`src/rtl/hdrchk_pkg.sv`:
```
// Shared types, constants and the CRC table for the header checker.
package hdrchk_pkg;

   // Input opcodes
   localparam logic OP_BYTE = 1'b0;
   localparam logic OP_LOAD = 1'b1;

   // Result status codes
   localparam logic [2:0] ST_OK         = 3'd0;
   localparam logic [2:0] ST_CRC        = 3'd1;
   localparam logic [2:0] ST_MAGIC      = 3'd2;
   localparam logic [2:0] ST_VERSION    = 3'd3;
   localparam logic [2:0] ST_CONNECTION = 3'd4;
   localparam logic [2:0] ST_REQUEST    = 3'd5;
   localparam logic [2:0] ST_SEQUENCE   = 3'd6;

   // Configuration register indexes
   localparam logic [1:0] CSR_MAGIC      = 2'd0;
   localparam logic [1:0] CSR_VERSION    = 2'd1;
   localparam logic [1:0] CSR_CONNECTION = 2'd2;
   localparam logic [1:0] CSR_REQUEST    = 2'd3;

   localparam int CSR_INDEX_W = 2;
   localparam int CSR_DATA_W  = 32;

   // Header layout
   localparam logic [4:0] CRC_LAST_POS = 5'd28;
   localparam logic [4:0] HDR_LAST_POS = 5'd30;

   // CRC-16/ARC, reflected polynomial
   localparam logic [15:0] CRC_POLY_REFL = 16'hA001;

   localparam int QUEUE_DEPTH_DEFAULT = 2;

   typedef struct packed {
      logic       opcode;
      logic [7:0] data_byte;
      logic       first_byte;
   } req_type;

   typedef struct packed {
      logic [2:0]  status;
      logic [7:0]  sequence_number;
      logic [31:0] payload_length;
      logic [31:0] flag_bits;
      logic [15:0] reserved_word;
      logic [15:0] checksum_word;
   } rsp_type;

   typedef struct packed {
      logic [15:0] magic_value;
      logic [15:0] version_value;
      logic [31:0] connection_value;
      logic [23:0] request_value;
   } cfg_type;

   // One queue entry: a finished header, or a sequence load (value in seq)
   typedef struct packed {
      logic        is_load;
      logic [15:0] crc;
      logic [15:0] checksum;
      logic [15:0] magic;
      logic [15:0] version;
      logic [31:0] connection;
      logic [23:0] request;
      logic [7:0]  seq;
      logic [31:0] payload;
      logic [31:0] flags;
      logic [15:0] reserved;
   } entry_type;

   function automatic logic [15:0] crc_table_entry(input logic [7:0] idx);
      logic [15:0] c;
      c = {8'h00, idx};
      for (int i = 0; i < 8; i++) begin
         if (c[0]) begin
            c = (c >> 1) ^ CRC_POLY_REFL;
         end else begin
            c = c >> 1;
         end
      end
      return c;
   endfunction

   function automatic logic [15:0] crc_next(input logic [15:0] crc, input logic [7:0] b);
      return {8'h00, crc[15:8]} ^ crc_table_entry(crc[7:0] ^ b);
   endfunction

endpackage

```
`src/rtl/protocol_header_checker_top.sv`:
```
// Top level of the header checker: channels, configuration registers, assertions.
//
// Usage:
//   req channel: one beat per header byte (opcode byte) or a sequence load
//   (opcode load, data_byte = new expected sequence). first_byte restarts
//   the byte count and the CRC. A 31-byte header yields one rsp beat with a
//   status code and the received fields; loads and other bytes yield none.
//   csr port: write csr_wdata into register csr_index when csr_we is high;
//   write only while no header is in flight.
//   Throughput: one req beat per cycle while the queue has room, set by the byte-wide CRC table step.
//   Path to the result: the entry for the last header byte is written into
//   the queue; from the queue head it loads the output register, which
//   drives rsp_valid, once that register is empty or being drained.
//   Reset clears the byte count, CRC, expected sequence, configuration,
//   queue and output valid flag; no clearing pass is needed.
//   When rsp_ready is low, the result holds in the output register; the
//   queue absorbs further headers and req_ready drops only once it is full.
module protocol_header_checker_top #(
   parameter int QUEUE_DEPTH = hdrchk_pkg::QUEUE_DEPTH_DEFAULT
) (
   input  logic                                clock,
   input  logic                                reset,
   input  logic                                req_valid,
   output logic                                req_ready,
   input  hdrchk_pkg::req_type                 req_payload,
   output logic                                rsp_valid,
   input  logic                                rsp_ready,
   output hdrchk_pkg::rsp_type                 rsp_payload,
   input  logic                                csr_we,
   input  logic [hdrchk_pkg::CSR_INDEX_W-1:0]  csr_index,
   input  logic [hdrchk_pkg::CSR_DATA_W-1:0]   csr_wdata
);
   import hdrchk_pkg::*;

   cfg_type   cfg_ff, cfg_in;
   logic      accept;
   logic      push;
   entry_type push_entry;
   logic      q_full;
   logic      q_valid;
   entry_type q_head;
   logic      pop;

   // Accept a beat whenever the queue has room
   assign req_ready = !q_full;
   assign accept    = req_valid && req_ready;

   // Configuration registers: drop bits above each register's width
   always_comb begin
      cfg_in = cfg_ff;
      if (csr_we) begin
         unique case (csr_index)
            CSR_MAGIC:      cfg_in.magic_value      = csr_wdata[15:0];
            CSR_VERSION:    cfg_in.version_value    = csr_wdata[15:0];
            CSR_CONNECTION: cfg_in.connection_value = csr_wdata[31:0];
            CSR_REQUEST:    cfg_in.request_value    = csr_wdata[23:0];
            default: ;
         endcase
      end
   end

   always_ff @(posedge clock) begin
      if (reset) begin
         cfg_ff <= '0;
      end else begin
         cfg_ff <= cfg_in;
      end
   end

   // Front: byte count, CRC and field capture
   hdrchk_front u_front (
      .clock      (clock),
      .reset      (reset),
      .accept     (accept),
      .req        (req_payload),
      .push       (push),
      .push_entry (push_entry)
   );

   // Queue: decouple front from back so each can stall on its own
   hdrchk_queue #(
      .DEPTH (QUEUE_DEPTH)
   ) u_queue (
      .clock      (clock),
      .reset      (reset),
      .push       (push),
      .push_entry (push_entry),
      .pop        (pop),
      .full       (q_full),
      .head_valid (q_valid),
      .head_entry (q_head)
   );

   // Back: checks, expected sequence, output register
   hdrchk_back u_back (
      .clock       (clock),
      .reset       (reset),
      .cfg         (cfg_ff),
      .head_valid  (q_valid),
      .head_entry  (q_head),
      .pop         (pop),
      .rsp_valid   (rsp_valid),
      .rsp_ready   (rsp_ready),
      .rsp_payload (rsp_payload)
   );

`ifndef SYNTHESIS
   // A full queue is never empty
   assert property (@(posedge clock) disable iff (reset) q_full |-> q_valid)
      else $error("queue reports full and empty at once");

   // A new result beat only follows a header entry leaving the queue
   assert property (@(posedge clock) disable iff (reset)
      $rose(rsp_valid) |-> $past(pop && !q_head.is_load))
      else $error("result beat without a finished header");

   // Reset leaves no result pending
   assert property (@(posedge clock) reset |=> !rsp_valid)
      else $error("result beat pending after reset");
`endif

endmodule

```
`src/rtl/hdrchk_front.sv`:
```
// Front part: count header bytes, run the CRC and capture the fields.
module hdrchk_front (
   input  logic                 clock,
   input  logic                 reset,
   input  logic                 accept,
   input  hdrchk_pkg::req_type  req,
   output logic                 push,
   output hdrchk_pkg::entry_type push_entry
);
   import hdrchk_pkg::*;

   localparam logic [4:0] MAGIC_POS    = 5'd7;
   localparam logic [4:0] VERSION_POS  = 5'd9;
   localparam logic [4:0] CONN_POS     = 5'd11;
   localparam logic [4:0] REQUEST_POS  = 5'd15;
   localparam logic [4:0] SEQ_POS      = 5'd18;
   localparam logic [4:0] PAYLOAD_POS  = 5'd19;
   localparam logic [4:0] FLAGS_POS    = 5'd23;
   localparam logic [4:0] RESERVED_POS = 5'd27;
   localparam logic [4:0] CHKLOW_POS   = 5'd29;

   logic [4:0]  pos_ff, pos_in, pos_cur;
   logic [15:0] crc_ff, crc_in, crc_cur;
   logic [15:0] magic_ff, magic_in;
   logic [15:0] version_ff, version_in;
   logic [31:0] conn_ff, conn_in;
   logic [23:0] request_ff, request_in;
   logic [7:0]  seq_ff, seq_in;
   logic [31:0] payload_ff, payload_in;
   logic [31:0] flags_ff, flags_in;
   logic [15:0] reserved_ff, reserved_in;
   logic [7:0]  chklow_ff, chklow_in;
   logic        is_byte;
   logic [7:0]  b;

   assign is_byte = accept && (req.opcode == OP_BYTE);
   assign b       = req.data_byte;
   assign pos_cur = req.first_byte ? 5'd0 : pos_ff;
   assign crc_cur = req.first_byte ? 16'h0000 : crc_ff;

   always_comb begin
      pos_in      = pos_ff;
      crc_in      = crc_ff;
      magic_in    = magic_ff;
      version_in  = version_ff;
      conn_in     = conn_ff;
      request_in  = request_ff;
      seq_in      = seq_ff;
      payload_in  = payload_ff;
      flags_in    = flags_ff;
      reserved_in = reserved_ff;
      chklow_in   = chklow_ff;
      if (is_byte) begin
         pos_in = (pos_cur == HDR_LAST_POS) ? 5'd0 : pos_cur + 5'd1;
         crc_in = (pos_cur <= CRC_LAST_POS) ? crc_next(crc_cur, b) : crc_cur;
         unique case (pos_cur)
            MAGIC_POS:           magic_in[7:0]      = b;
            MAGIC_POS + 5'd1:    magic_in[15:8]     = b;
            VERSION_POS:         version_in[7:0]    = b;
            VERSION_POS + 5'd1:  version_in[15:8]   = b;
            CONN_POS:            conn_in[7:0]       = b;
            CONN_POS + 5'd1:     conn_in[15:8]      = b;
            CONN_POS + 5'd2:     conn_in[23:16]     = b;
            CONN_POS + 5'd3:     conn_in[31:24]     = b;
            REQUEST_POS:         request_in[7:0]    = b;
            REQUEST_POS + 5'd1:  request_in[15:8]   = b;
            REQUEST_POS + 5'd2:  request_in[23:16]  = b;
            SEQ_POS:             seq_in             = b;
            PAYLOAD_POS:         payload_in[7:0]    = b;
            PAYLOAD_POS + 5'd1:  payload_in[15:8]   = b;
            PAYLOAD_POS + 5'd2:  payload_in[23:16]  = b;
            PAYLOAD_POS + 5'd3:  payload_in[31:24]  = b;
            FLAGS_POS:           flags_in[7:0]      = b;
            FLAGS_POS + 5'd1:    flags_in[15:8]     = b;
            FLAGS_POS + 5'd2:    flags_in[23:16]    = b;
            FLAGS_POS + 5'd3:    flags_in[31:24]    = b;
            RESERVED_POS:        reserved_in[7:0]   = b;
            RESERVED_POS + 5'd1: reserved_in[15:8]  = b;
            CHKLOW_POS:          chklow_in          = b;
            default: ;
         endcase
      end
   end

   // Push on the last header byte, and on every sequence load
   assign push = accept && ((req.opcode == OP_LOAD) || (pos_cur == HDR_LAST_POS));

   always_comb begin
      push_entry.is_load    = (req.opcode == OP_LOAD);
      push_entry.crc        = crc_cur;
      push_entry.checksum   = {b, chklow_ff};
      push_entry.magic      = magic_ff;
      push_entry.version    = version_ff;
      push_entry.connection = conn_ff;
      push_entry.request    = request_ff;
      push_entry.seq        = (req.opcode == OP_LOAD) ? b : seq_ff;
      push_entry.payload    = payload_ff;
      push_entry.flags      = flags_ff;
      push_entry.reserved   = reserved_ff;
   end

   always_ff @(posedge clock) begin
      if (reset) begin
         pos_ff <= 5'd0;
         crc_ff <= 16'h0000;
      end else begin
         pos_ff <= pos_in;
         crc_ff <= crc_in;
      end
   end

   always_ff @(posedge clock) begin
      magic_ff    <= magic_in;
      version_ff  <= version_in;
      conn_ff     <= conn_in;
      request_ff  <= request_in;
      seq_ff      <= seq_in;
      payload_ff  <= payload_in;
      flags_ff    <= flags_in;
      reserved_ff <= reserved_in;
      chklow_ff   <= chklow_in;
   end

endmodule

```
`src/rtl/hdrchk_queue.sv`:
```
// Short FIFO of queue entries between the front and back parts.
module hdrchk_queue #(
   parameter int DEPTH = hdrchk_pkg::QUEUE_DEPTH_DEFAULT
) (
   input  logic                  clock,
   input  logic                  reset,
   input  logic                  push,
   input  hdrchk_pkg::entry_type push_entry,
   input  logic                  pop,
   output logic                  full,
   output logic                  head_valid,
   output hdrchk_pkg::entry_type head_entry
);
   import hdrchk_pkg::*;

   localparam int PTR_W = (DEPTH > 1) ? $clog2(DEPTH) : 1;
   localparam int CNT_W = $clog2(DEPTH + 1);
   localparam logic [PTR_W-1:0] PTR_LAST = PTR_W'(DEPTH - 1);
   localparam logic [CNT_W-1:0] CNT_FULL = CNT_W'(DEPTH);

   entry_type        slot_ff [DEPTH];
   logic [PTR_W-1:0] wr_ptr_ff, wr_ptr_in;
   logic [PTR_W-1:0] rd_ptr_ff, rd_ptr_in;
   logic [CNT_W-1:0] count_ff, count_in;
   logic             do_push, do_pop;

   assign full       = (count_ff == CNT_FULL);
   assign head_valid = (count_ff != '0);
   assign head_entry = slot_ff[rd_ptr_ff];
   assign do_push    = push && !full;
   assign do_pop     = pop && head_valid;

   always_comb begin
      wr_ptr_in = wr_ptr_ff;
      rd_ptr_in = rd_ptr_ff;
      count_in  = count_ff;
      if (do_push) begin
         wr_ptr_in = (wr_ptr_ff == PTR_LAST) ? '0 : wr_ptr_ff + PTR_W'(1);
      end
      if (do_pop) begin
         rd_ptr_in = (rd_ptr_ff == PTR_LAST) ? '0 : rd_ptr_ff + PTR_W'(1);
      end
      priority if (do_push && !do_pop) begin
         count_in = count_ff + CNT_W'(1);
      end else if (do_pop && !do_push) begin
         count_in = count_ff - CNT_W'(1);
      end
   end

   always_ff @(posedge clock) begin
      if (reset) begin
         wr_ptr_ff <= '0;
         rd_ptr_ff <= '0;
         count_ff  <= '0;
      end else begin
         wr_ptr_ff <= wr_ptr_in;
         rd_ptr_ff <= rd_ptr_in;
         count_ff  <= count_in;
      end
   end

   always_ff @(posedge clock) begin
      if (do_push) begin
         slot_ff[wr_ptr_ff] <= push_entry;
      end
   end

endmodule

```
`src/rtl/hdrchk_back.sv`:
```
// Back part: check a finished header against configuration and hold the result.
module hdrchk_back (
   input  logic                  clock,
   input  logic                  reset,
   input  hdrchk_pkg::cfg_type   cfg,
   input  logic                  head_valid,
   input  hdrchk_pkg::entry_type head_entry,
   output logic                  pop,
   output logic                  rsp_valid,
   input  logic                  rsp_ready,
   output hdrchk_pkg::rsp_type   rsp_payload
);
   import hdrchk_pkg::*;

   logic [7:0] expected_ff, expected_in, expected_inc;
   logic       rsp_valid_ff, rsp_valid_in;
   rsp_type    rsp_ff, rsp_in;
   logic [2:0] status;
   logic       crc_bad;

   // Loads never need the output slot; headers wait for it to drain
   assign pop = head_valid && (head_entry.is_load || !rsp_valid_ff || rsp_ready);

   assign expected_inc = expected_ff + 8'd1;
   assign crc_bad = (head_entry.checksum != 16'h0000) && (head_entry.crc != head_entry.checksum);

   always_comb begin
      priority if (crc_bad) begin
         status = ST_CRC;
      end else if (head_entry.magic != cfg.magic_value) begin
         status = ST_MAGIC;
      end else if (head_entry.version != cfg.version_value) begin
         status = ST_VERSION;
      end else if (head_entry.connection != cfg.connection_value) begin
         status = ST_CONNECTION;
      end else if (head_entry.request != cfg.request_value) begin
         status = ST_REQUEST;
      end else if (head_entry.seq != expected_inc) begin
         status = ST_SEQUENCE;
      end else begin
         status = ST_OK;
      end
   end

   always_comb begin
      expected_in  = expected_ff;
      rsp_valid_in = rsp_valid_ff && !rsp_ready;
      rsp_in       = rsp_ff;
      if (pop) begin
         if (head_entry.is_load) begin
            expected_in = head_entry.seq;
         end else begin
            if (status == ST_OK || status == ST_SEQUENCE) begin
               expected_in = expected_inc;
            end
            rsp_valid_in            = 1'b1;
            rsp_in.status           = status;
            rsp_in.sequence_number  = head_entry.seq;
            rsp_in.payload_length   = head_entry.payload;
            rsp_in.flag_bits        = head_entry.flags;
            rsp_in.reserved_word    = head_entry.reserved;
            rsp_in.checksum_word    = head_entry.checksum;
         end
      end
   end

   always_ff @(posedge clock) begin
      if (reset) begin
         expected_ff  <= 8'd0;
         rsp_valid_ff <= 1'b0;
      end else begin
         expected_ff  <= expected_in;
         rsp_valid_ff <= rsp_valid_in;
      end
   end

   always_ff @(posedge clock) begin
      rsp_ff <= rsp_in;
   end

   assign rsp_valid   = rsp_valid_ff;
   assign rsp_payload = rsp_ff;

endmodule

```
`config.mk`:
```
export PLATFORM = sky130hd
export DESIGN_NAME = protocol_header_checker_top
export DESIGN_NICKNAME = d
export VERILOG_FILES = /design/src/rtl/hdrchk_pkg.sv /design/src/rtl/protocol_header_checker_top.sv /design/src/rtl/hdrchk_front.sv /design/src/rtl/hdrchk_queue.sv /design/src/rtl/hdrchk_back.sv
export SDC_FILE = /design/constraint.sdc
export NUM_CORES = 1
export LEC_CHECK = 0
export ABC_AREA = 1
export BUFFER_PORTS_ARGS = -buffer_cell sky130_fd_sc_hd__clkbuf_2
export CAP_MARGIN = 40
export CORE_ASPECT_RATIO = 1.1
export CORE_MARGIN = 2
export CORE_UTILIZATION = 38
export CTS_CLUSTER_SIZE = 10
export DETAILED_ROUTE_END_ITERATION = 10
export PLACE_DENSITY = 0.66
export SKIP_LAST_GASP = 1
export SYNTH_ARGS = -nofsm -noshare
export SYNTH_HDL_FRONTEND = slang
export SYNTH_SLANG_ARGS = --single-unit
```
`constraint.sdc`:
```
create_clock -name clock -period 11.45 [get_ports clock]
set_clock_uncertainty 0.1 [all_clocks]
set_input_delay 0.5725 -clock clock [delete_from_list [all_inputs] [get_ports clock]]
set_output_delay 0.5725 -clock clock [all_outputs]
set_load 0.05 [all_outputs]
```
## Yosys cells after proc, flatten, opt, wreduce, memory -nomap -nowiden

Memories as Yosys holds them, arrays and structs flattened. A register that Yosys moved wholly into a read port is not among the register bits.
Index checks and enable logic that the tools add are counted.

- Register bits: 413
- Logic and storage cells: 188
- Memories kept: 1
- Bits of input ports: 49
- RAM bits: 418
- Output and inout bits: 109

- Multiplexer cells: 39
- Equal/unequal tests: 35
- Reductions and logical operators: 54
- Bitwise logic cells: 12
- Magnitude comparators: 1
- $add $sub $neg: 6

Memories:

| memory | depth | bits a word | read ports | clocked after memory_dff | write ports | line | source |
|---|---|---|---|---|---|---|---|
| u_queue.slot_ff | 2 | 209 | 1 | 1 | 1 | hdrchk_queue.sv:21 | `entry_type slot_ff [DEPTH];` |

Operators by type and width:

| kind | number |
|---|---|
| 16-bit two-way mux | 18 |
| 5-bit equality test, second input constant | 15 |
| 2-bit AND reduction | 29 |
| 16-bit inequality test | 3 |
| 5-bit by 4-bit equality test with 1-bit output, second input constant | 8 |
| 32-bit inequality test | 1 |
| 8-bit two-way mux | 3 |
| 24-bit inequality test | 1 |
| 2-bit NOT with 3-bit output | 7 |
| 3-bit two-way mux | 6 |
| 16-bit nonzero test | 1 |
| 8-bit by 16-bit bitwise XOR with 16-bit output | 1 |
| 1-bit logical AND | 10 |
| 5-bit two-way mux | 2 |
| 8-bit by 1-bit adder with 8-bit output, second input constant | 1 |
| 1-bit two-way mux | 8 |
| 8-bit inequality test | 1 |
| 8-bit bitwise XOR | 1 |
| 2-bit equality test, second input constant | 3 |
| 2-bit nonzero test | 3 |
| 5-bit by 1-bit adder with 5-bit output, second input constant | 1 |
| 5-bit by 3-bit equality test with 1-bit output, second input constant | 1 |
| 5-bit <= comparator, second input constant | 1 |
| 1-bit logical NOT | 5 |
| other kinds (11) | 17 |

## Depth between registers and ports, before layout

Gate-level depths: netlist of the first run.

- Depth after elaboration: 28
- Gate-level depth with buffers: 21

## By module

A second synthesis of the first run with hierarchy kept.

- Cell total of the unflattened synthesis: 2,327
- Area total of the unflattened synthesis: 32,501.2 um^2

Modules (own cells, without submodules):

| module | times used | area an instance (um^2) | cells each |
|---|---|---|---|
| hdrchk_queue | 1 | 15,751.4 | 687 |
| hdrchk_front | 1 | 7,509.7 | 509 |
| hdrchk_back | 1 | 5,594.1 | 563 |
| protocol_header_checker_top | 1 | 3,646.0 | 568 |

## Worst setup path before layout of the first run

Ideal clock, no wire load.

- Kind: input port to flip-flop
- Start: input port req_payload[0] in the netlist's numbering
- End: memory u_queue.slot_ff[1][0] in the netlist's numbering (enable)
- Required time: 10.567 ns
- Data arrival time: 10.490 ns
- Slack: 0.076 ns
- Stages on the path: 10
- Library setup time: 0.783 ns
- Cells stage by stage: buf_2 > inv_1 > buf_2 > nand2_1 > inv_1 > ha_1 > inv_1 > o31ai_1 > nand2_1 > nor2_1

- Word-level cells in the longest chain between the ends: 7

RTL lines:

| element | line | source |
|---|---|---|
| start: declaration | protocol_header_checker_top.sv:25 | `input hdrchk_pkg::req_type req_payload,` |
| 5-bit two-way mux | hdrchk_front.sv:38 | `assign pos_cur = req.first_byte ? 5'd0 : pos_ff;` |
| 5-bit equality test | hdrchk_front.sv:86 | `assign push = accept && ((req.opcode == OP_LOAD) \|\| (pos_cur == HDR_LAST_POS));` |
| 1-bit logical OR | hdrchk_front.sv:86 |  |
| 1-bit logical AND | hdrchk_front.sv:86 |  |
| 1-bit logical AND | hdrchk_queue.sv:30 | `assign do_push = push && !full;` |
| 1-bit two-way mux | hdrchk_queue.sv:63 | `if (do_push) begin` |
| 1-bit two-way mux (not written as such) | hdrchk_queue.sv:64 | `slot_ff[wr_ptr_ff] <= push_entry;` |
| end: declaration | hdrchk_queue.sv:21 |  |

Every way passes these cells.

==> results of run 1 <==
[cells by family after synthesis]
family,after synthesis
buf+inv,309
flops,832
simple gates,1234
fa+ha+maj,7
compound gates,254
xor+xnor,45
[power by group]
part,total (mW),leakage [nW],internal [mW],switching [mW]
sequential,3.79,7.50,3.66,0.128
combinational,1.96,5.40,0.434,1.52
clock,2.67,1.29,1.54,1.12
total,8.41,14.2,5.64,2.78
[critical path: stages, from the launching register on]
cell and delay (ns):
dfxtp_4 0.58, buf_12 0.51, nand2_1 0.14, nand2_2 0.29, inv_1 0.13, a22oi_1 0.48
nand2_1 0.18, inv_4 0.53, buf_4 0.75
[through the flow]
| stage | cell area, µm² | total power, mW |
|---|---|---|
| 2_1_floorplan | 31600 | 5.35 |
| 3_3_place_gp | 33600 | 5.80 |
| 3_5_place_dp | 33800 | 5.83 |
| 4_1_cts | 36500 | 8.51 |
| 5_1_grt | 36500 | 8.83 |
| 6_report | 36500 | 8.41 |
[registers in the layout, indices dropped and copies added, names as in the netlist, named ones only]
name and cells:
u_queue.count_ff 2, u_front.payload_ff 32, u_back.rsp_valid 1, u_front.reserved_ff 16, u_queue.slot_ff 418, u_front.request_ff 24, cfg_ff 88, u_front.pos_ff 5
u_queue.rd_ptr_ff 1, u_front.version_ff 16, u_front.flags_ff 32, u_front.crc_ff 16, u_back.expected_ff 8, u_front.magic_ff 16, u_back.rsp_payload 107, u_front.conn_ff 32
u_front.seq_ff 8, u_queue.wr_ptr_ff 1, u_front.chklow_ff 8
[cells in the final DEF (no fill, tap or decap), types with 2 or more instances in the layout]
master,n
a21oi_1,104
nand2_2,4
a31oi_1,5
edfxtp_1,709
nand3_1,92
xnor2_1,9
nand4_1,11
nand3b_1,6
clkbuf_2,157
xor2_1,36
nor2_1,140
nor2_4,2
o21ai_0,132
ha_1,7
clkbuf_1,59
buf_12,3
nor3_1,9
dfxtp_1,122
clkbuf_8,2
inv_6,4
inv_1,215
o211ai_1,5
buf_6,4
buf_4,40
nand2_1,968
clkbuf_16,94
o31ai_1,2
o21ai_1,3
inv_16,2
clkinv_1,3
[final cells by class]
cell class | instances | area, µm²
diodes | 1 | 2.50
clock buffers | 155 | 2600
clock inverters | 7 | 100
fillers | 7408 | 46400
inverters | 220 | 833
multi-input cells | 1540 | 6630
flip-flops and latches | 832 | 23800
well taps | 1073 | 1340
repair buffers | 207 | 1240
[cell usage after synthesis, drive strengths merged]
| library cell | count |
|---|---|
| nand3 | 93 |
| o31ai | 2 |
| inv | 218 |
| nand3b | 6 |
| buf | 37 |
| nand4 | 11 |
| edfxtp | 709 |
| nor2 | 143 |
| a31oi | 5 |
| a21boi | 1 |
| nand2 | 972 |
| xnor2 | 9 |
| xor2 | 36 |
| clkbuf | 52 |
| a221oi | 1 |
| dfxtp | 123 |
| ha | 7 |
| o21ai | 135 |
| a21oi | 104 |
| clkinv | 2 |
| o211ai | 5 |
| a22oi | 1 |
| nor3 | 9 |
[metal layers]
metal | vias up | part of all wire [%] | GRT usage [%] | wire, µm
met3 | 96 | 6.0 | 3.37 | 4290
met5 | - | 0 | 0 | 0
met2 | 498 | 49 | 28.4 | 35400
met4 | 0 | 2.2 | 5.38 | 1540
li1 | 9413 | - | - | -
met1 | 9109 | 42 | 21.2 | 30400
[how the worst max path moves through the flow]
stage                         from                                 to  slack [ns]  depth (start not counted)
floorplan           req_payload[0]    u_queue.slot_ff[1][0]$_DFFE_PP_        0.08                         10
global placement    req_payload[0]  u_queue.slot_ff[1][202]$_DFFE_PP_        6.67                         11
detailed placement        register    u_back.rsp_payload[7]$_DFFE_PP_        7.04                          8
CTS                       register   u_back.rsp_payload[22]$_DFFE_PP_        7.02                          8
global route              register    u_back.rsp_payload[8]$_DFFE_PP_        6.68                          8
finish                    register    u_back.rsp_payload[2]$_DFFE_PP_        7.02                          8
==> flow_metrics.py, run 1 <==
metrics = {
    "status": {
        "status": "finished clean",
    },
    "timing": {
        "max_freq_ghz": 0.226,
        "hold_viol": 0,
        "max_slew_margin_pct": 38.8,
        "setup_tns_ns": 0,
        "fin_ws_ns": 7.02,
        "slew_viol_final": 0,
        "period_share_pct": 38.7,
        "fin_hold_ws_ns": 0.131,
        "setup_viol": 0,
        "worst_slew_pin_slew_ns": 0.918,
        "grt_setup_unrepaired": "false",
        "period_minus_slack_ns": 4.43,
    },
    "setup_path": {
        "rr_worst_depth": 8,
        "cp-end-kind": "register",
        "crit_path_max_fanout": 170,
        "required_ns": 11.61,
        "cp-start-kind": "register",
        "reg2reg_setup_slack_ns": 7.02,
        "arrival_ns": 4.59,
        "worstSetupPathType": "reg -> reg",
        "r2r-end": "u_back.rsp_payload[2]$_DFFE_PP_",
    },
    "synthesis": {
        "ys_types": 30,
        "synth_area_mm2": 0.0316,
        "synth.area.top_cells": "edfxtp_1 67%, nand2_1 11%, dfxtp_1 7.8%",
        "syn_avg_cell_area_um2": 11.8,
        "synthCells": 2681,
        "yosysSeqAreaShare_pct": 75.1,
        "synth-adder-area-share_pct": 0.277,
        "synth_top_family_by_area": "simple AND/OR/NAND/NOR gates",
        "synth_seq_cells": 832,
        "synth_mux_area_share_pct": 0,
        "synthSimpleGateAreaFrac_pct": 15.2,
        "synth-compound-area-share_pct": 4.12,
        "syn_nets": 2737,
        "synth_top_area_share_pct": 67.3,
        "synth-xor-area-share_pct": 1.25,
        "synth_top_cell_by_area": "edfxtp_1",
        "yosys_warnings": 0,
    },
    "route": {
        "ant_nets": 0,
        "firstDrtPassIters": 5,
        "drt-total-wl_mm": 71.6,
        "drt_iter0_markers": 1550,
        "via_per_inst": 4.74,
        "drc": 0,
        "vias": 19100,
        "wl_per_cell_um": 17.7,
    },
    "grt": {
        "overflow": 0,
        "grt_pass1_vias": 18400,
        "grt_use_total_pct": 16.6,
        "grt_max_degree": 171,
        "grt_pass1_wl_mm": 107,
        "antenna_found_initial": 2,
    },
    "power": {
        "ir_worst_vdd_uv": 139,
        "powerDensity_mw_per_mm2": 231,
        "power_leakage_nw": 14.2,
    },
    "placed_design": {
        "dp_cells": 3872,
        "dp_slack_ns": 7.04,
        "gp_congestion": 0.852,
        "hpwl_mm": 43.0,
        "numPortBuffers": 157,
    },
    "clock_network": {
        "htree_levels": 3,
        "insertion_delay_ns": 0.65,
        "cts_buffer_depth": 3,
        "cts_setup_buffers": 0,
        "holdBufCountCts": 0,
        "cts_tree": "built",
        "cts_made_buffers": 93,
        "root_buffer": "clkbuf_16",
        "ctsResizeCount": 0,
        "cts.clk_slew.worst_paths_ns": 0.05,
        "numClockSinks": 832,
    },
    "die": {
        "start_util_pct": 38.2,
        "dieArea_mm2": 0.0856,
        "boundaryPins": 158,
        "core-area_mm2": 0.0829,
        "die_h_um": 307,
        "placementRows": 111,
        "die_x_um": 279,
    },
    "hold_path": {
        "hp-start": "req_payload[9]",
        "hold-path-endpoint": "u_queue.slot_ff[1][208]$_DFFE_PP_",
        "min_delay_path_depth": 1,
        "hold_path_class": "in -> reg",
    },
    "cells_and_area": {
        "areaGrowthSynthToFinish_pct": 15.3,
        "final_nets": 2950,
        "postLayoutCoreUtil_pct": 44.0,
        "layout.cells.non_filler": 4035,
        "drive_gt1_share_pct": 10.8,
    },
    "run": {
        "cap_viol_max_count": 0,
    },
}
Note: power is estimated with default switching activity, not from simulation.
==> inputs of run 2 (changes only) <==
- PLACE_DENSITY: 0.66 -> 0.64
- clock period: 11.45 -> 4.5 ns (I/O delays scaled with it)
==> run 2 against run 1 <==
  * Sequential share of layout area is 0.83 points lower
  * Total power increased to 2.6 times the previous value
  * Maximum frequency increased by 27%
  * Combinational power grew to 2.6 times the previous value
  * Critical path type unchanged
  * Largest power group unchanged
==> flow_metrics.py, run 2 (synthesis results as in run 1) <==
metrics = {
    "clock_network": {
        "root_buffer": "clkbuf_16",
        "cts_buffer_depth": 3,
        "cts_made_buffers": 93,
        "ctsResizeCount": 0,
        "cts_tree": "built",
        "cts.clk_slew.worst_paths_ns": 0.06,
        "numClockSinks": 832,
        "htree_levels": 3,
        "insertion_delay_ns": 0.65,
    },
    "die": {
        "die_h_um": 307,
        "dieArea_mm2": 0.0856,
        "start_util_pct": 38.2,
        "placementRows": 111,
        "core-area_mm2": 0.0829,
        "die_x_um": 279,
        "boundaryPins": 158,
    },
    "setup_path": {
        "required_ns": 4.99,
        "r2r-end": "u_back.rsp_valid$_SDFF_PP0_",
        "reg2reg_setup_slack_ns": 1.01,
        "cp-start-kind": "register",
        "rr_worst_depth": 12,
        "arrival_ns": 3.98,
        "worstSetupPathType": "reg -> reg",
        "cp-end-kind": "register",
        "crit_path_max_fanout": 176,
    },
    "route": {
        "vias": 19300,
        "via_per_inst": 4.74,
        "drc": 0,
        "firstDrtPassIters": 5,
        "drt_iter0_markers": 1623,
        "wl_per_cell_um": 18.1,
        "drt-total-wl_mm": 73.8,
        "ant_nets": 0,
    },
    "hold_path": {
        "hold-path-endpoint": "u_queue.slot_ff[1][201]$_DFFE_PP_",
        "hold_path_class": "in -> reg",
        "hp-start": "req_payload[0]",
        "min_delay_path_depth": 2,
    },
    "timing": {
        "max_slew_margin_pct": 28.8,
        "worst_slew_pin_slew_ns": 1.07,
        "setup_tns_ns": 0,
        "hold_viol": 0,
        "grt_setup_unrepaired": "false",
        "fin_hold_ws_ns": 0.0541,
        "slew_viol_final": 0,
        "period_share_pct": 77.5,
        "period_minus_slack_ns": 3.49,
        "setup_viol": 0,
        "max_freq_ghz": 0.287,
    },
    "grt": {
        "grt.busiest_layer": "met2",
        "grt_use_total_pct": 17.1,
        "antenna_found_initial": 2,
        "grt_pass1_wl_mm": 110,
        "overflow": 0,
        "grt_pass1_vias": 18400,
        "grt_use_met3_pct": 2.40,
        "grt_max_degree": 177,
        "use_met2_pct": 29.3,
        "grt_util_met1_pct": 22.1,
    },
    "run": {
        "cap_viol_max_count": 0,
    },
    "status": {
        "status": "finished clean",
    },
    "cells_and_area": {
        "top_register": "u_queue.slot_ff",
        "largest_reg_flops": 418,
        "final_common_cell": "nand2_1",
        "postLayoutCoreUtil_pct": 44.6,
        "areaGrowthSynthToFinish_pct": 16.8,
        "drive_gt1_share_pct": 11.0,
        "final_cell_mix": "965 x nand2_1, 709 x edfxtp_1, 211 x inv_1",
        "final_nets": 2990,
    },
    "placed_design": {
        "hpwl_mm": 42.8,
        "numPortBuffers": 157,
        "gp_congestion": 0.844,
    },
    "power": {
        "ir_worst_vdd_uv": 428,
        "power_leakage_nw": 14.4,
        "powerDensity_mw_per_mm2": 582,
    },
}
## run 2: changes by cell type in the layout (fill, tap and decap cells not counted), sizes merged
| cell | change |
|---|---|
| inv | -1 |
| bufinv | +1 |
| buf | +1 |
| clkinv | -1 |
| clkbuf | -1 |
| dlygate4sd3 | +39 |
## run 2: worst max-delay path, stage by stage, from the launching register on
cell and delay (ns):
dfxtp_4 0.38, buf_12 0.44, nand2_1 0.14, nand2_2 0.15, inv_1 0.09, a22oi_1 0.14, buf_4 0.18, nand2_1 0.09
inv_4 0.35, buf_12 0.29, nor2_1 0.06, nor2_1 0.09, dlygate4sd3_1 0.55
## run 2: routing by layer
metal	wire, µm	vias up
met3	3400	102
met4	1980	0
li1	-	9481
met2	36600	473
met1	31800	9269
met5	0	-
## run 2: worst max path at each step
stage               depth (start not counted)                            endpoint      startpoint
floorplan                                   9     u_queue.slot_ff[1][0]$_DFFE_PP_  req_payload[0]
global placement                            9   u_back.rsp_payload[106]$_DFFE_PP_        register
detailed placement                         20  u_back.expected_ff[7]$_SDFFE_PP0P_        register
CTS                                        12         u_back.rsp_valid$_SDFF_PP0_        register
global route                               16  u_back.expected_ff[7]$_SDFFE_PP0P_        register
finish                                     12         u_back.rsp_valid$_SDFF_PP0_        register
## run 2: repair_timing
item	CTS	global route
buffers inserted	0	0
hold buffers	39	0
endpoints found under the setup margin	0	0
hold endpoints to repair	101	0
## run 2: power breakdown
| part | internal [mW] | switching (mW) |
|---|---|---|
| clock network | 3.93 | 2.85 |
| logic | 1.21 | 3.95 |
| registers | 9.31 | 0.285 |
## run 2: area by class of cell
| class | count | area (µm²) |
|---|---|---|
| Antenna cell | 1 | 2.50 |
| Inverter | 220 | 836 |
| Sequential cell | 832 | 23800 |
| Clock buffer | 154 | 2580 |
| Timing Repair Buffer | 247 | 1700 |
| Clock inverter | 6 | 81.3 |
| Tap cell | 1073 | 1340 |
| Fill cell | 7286 | 45900 |
| Multi-Input combinational cell | 1540 | 6680 |
## run 2: per-stage QoR
| step | instances | worst slack (ns) | total power [mW] | cell area, µm² |
|---|---|---|---|---|
| 5_1_grt | 4072 | 0.943 | 22.6 | 37000 |
| 4_1_cts | 4072 | 1.13 | 21.8 | 37000 |
| 2_1_floorplan | 2681 | -0.310 | 13.6 | 31700 |
| 3_3_place_gp | 3854 | 1.25 | 14.8 | 33700 |
| 3_5_place_dp | 3873 | 1.34 | 14.9 | 33900 |
| 6_report | 4073 | 1.01 | 21.5 | 37000 |
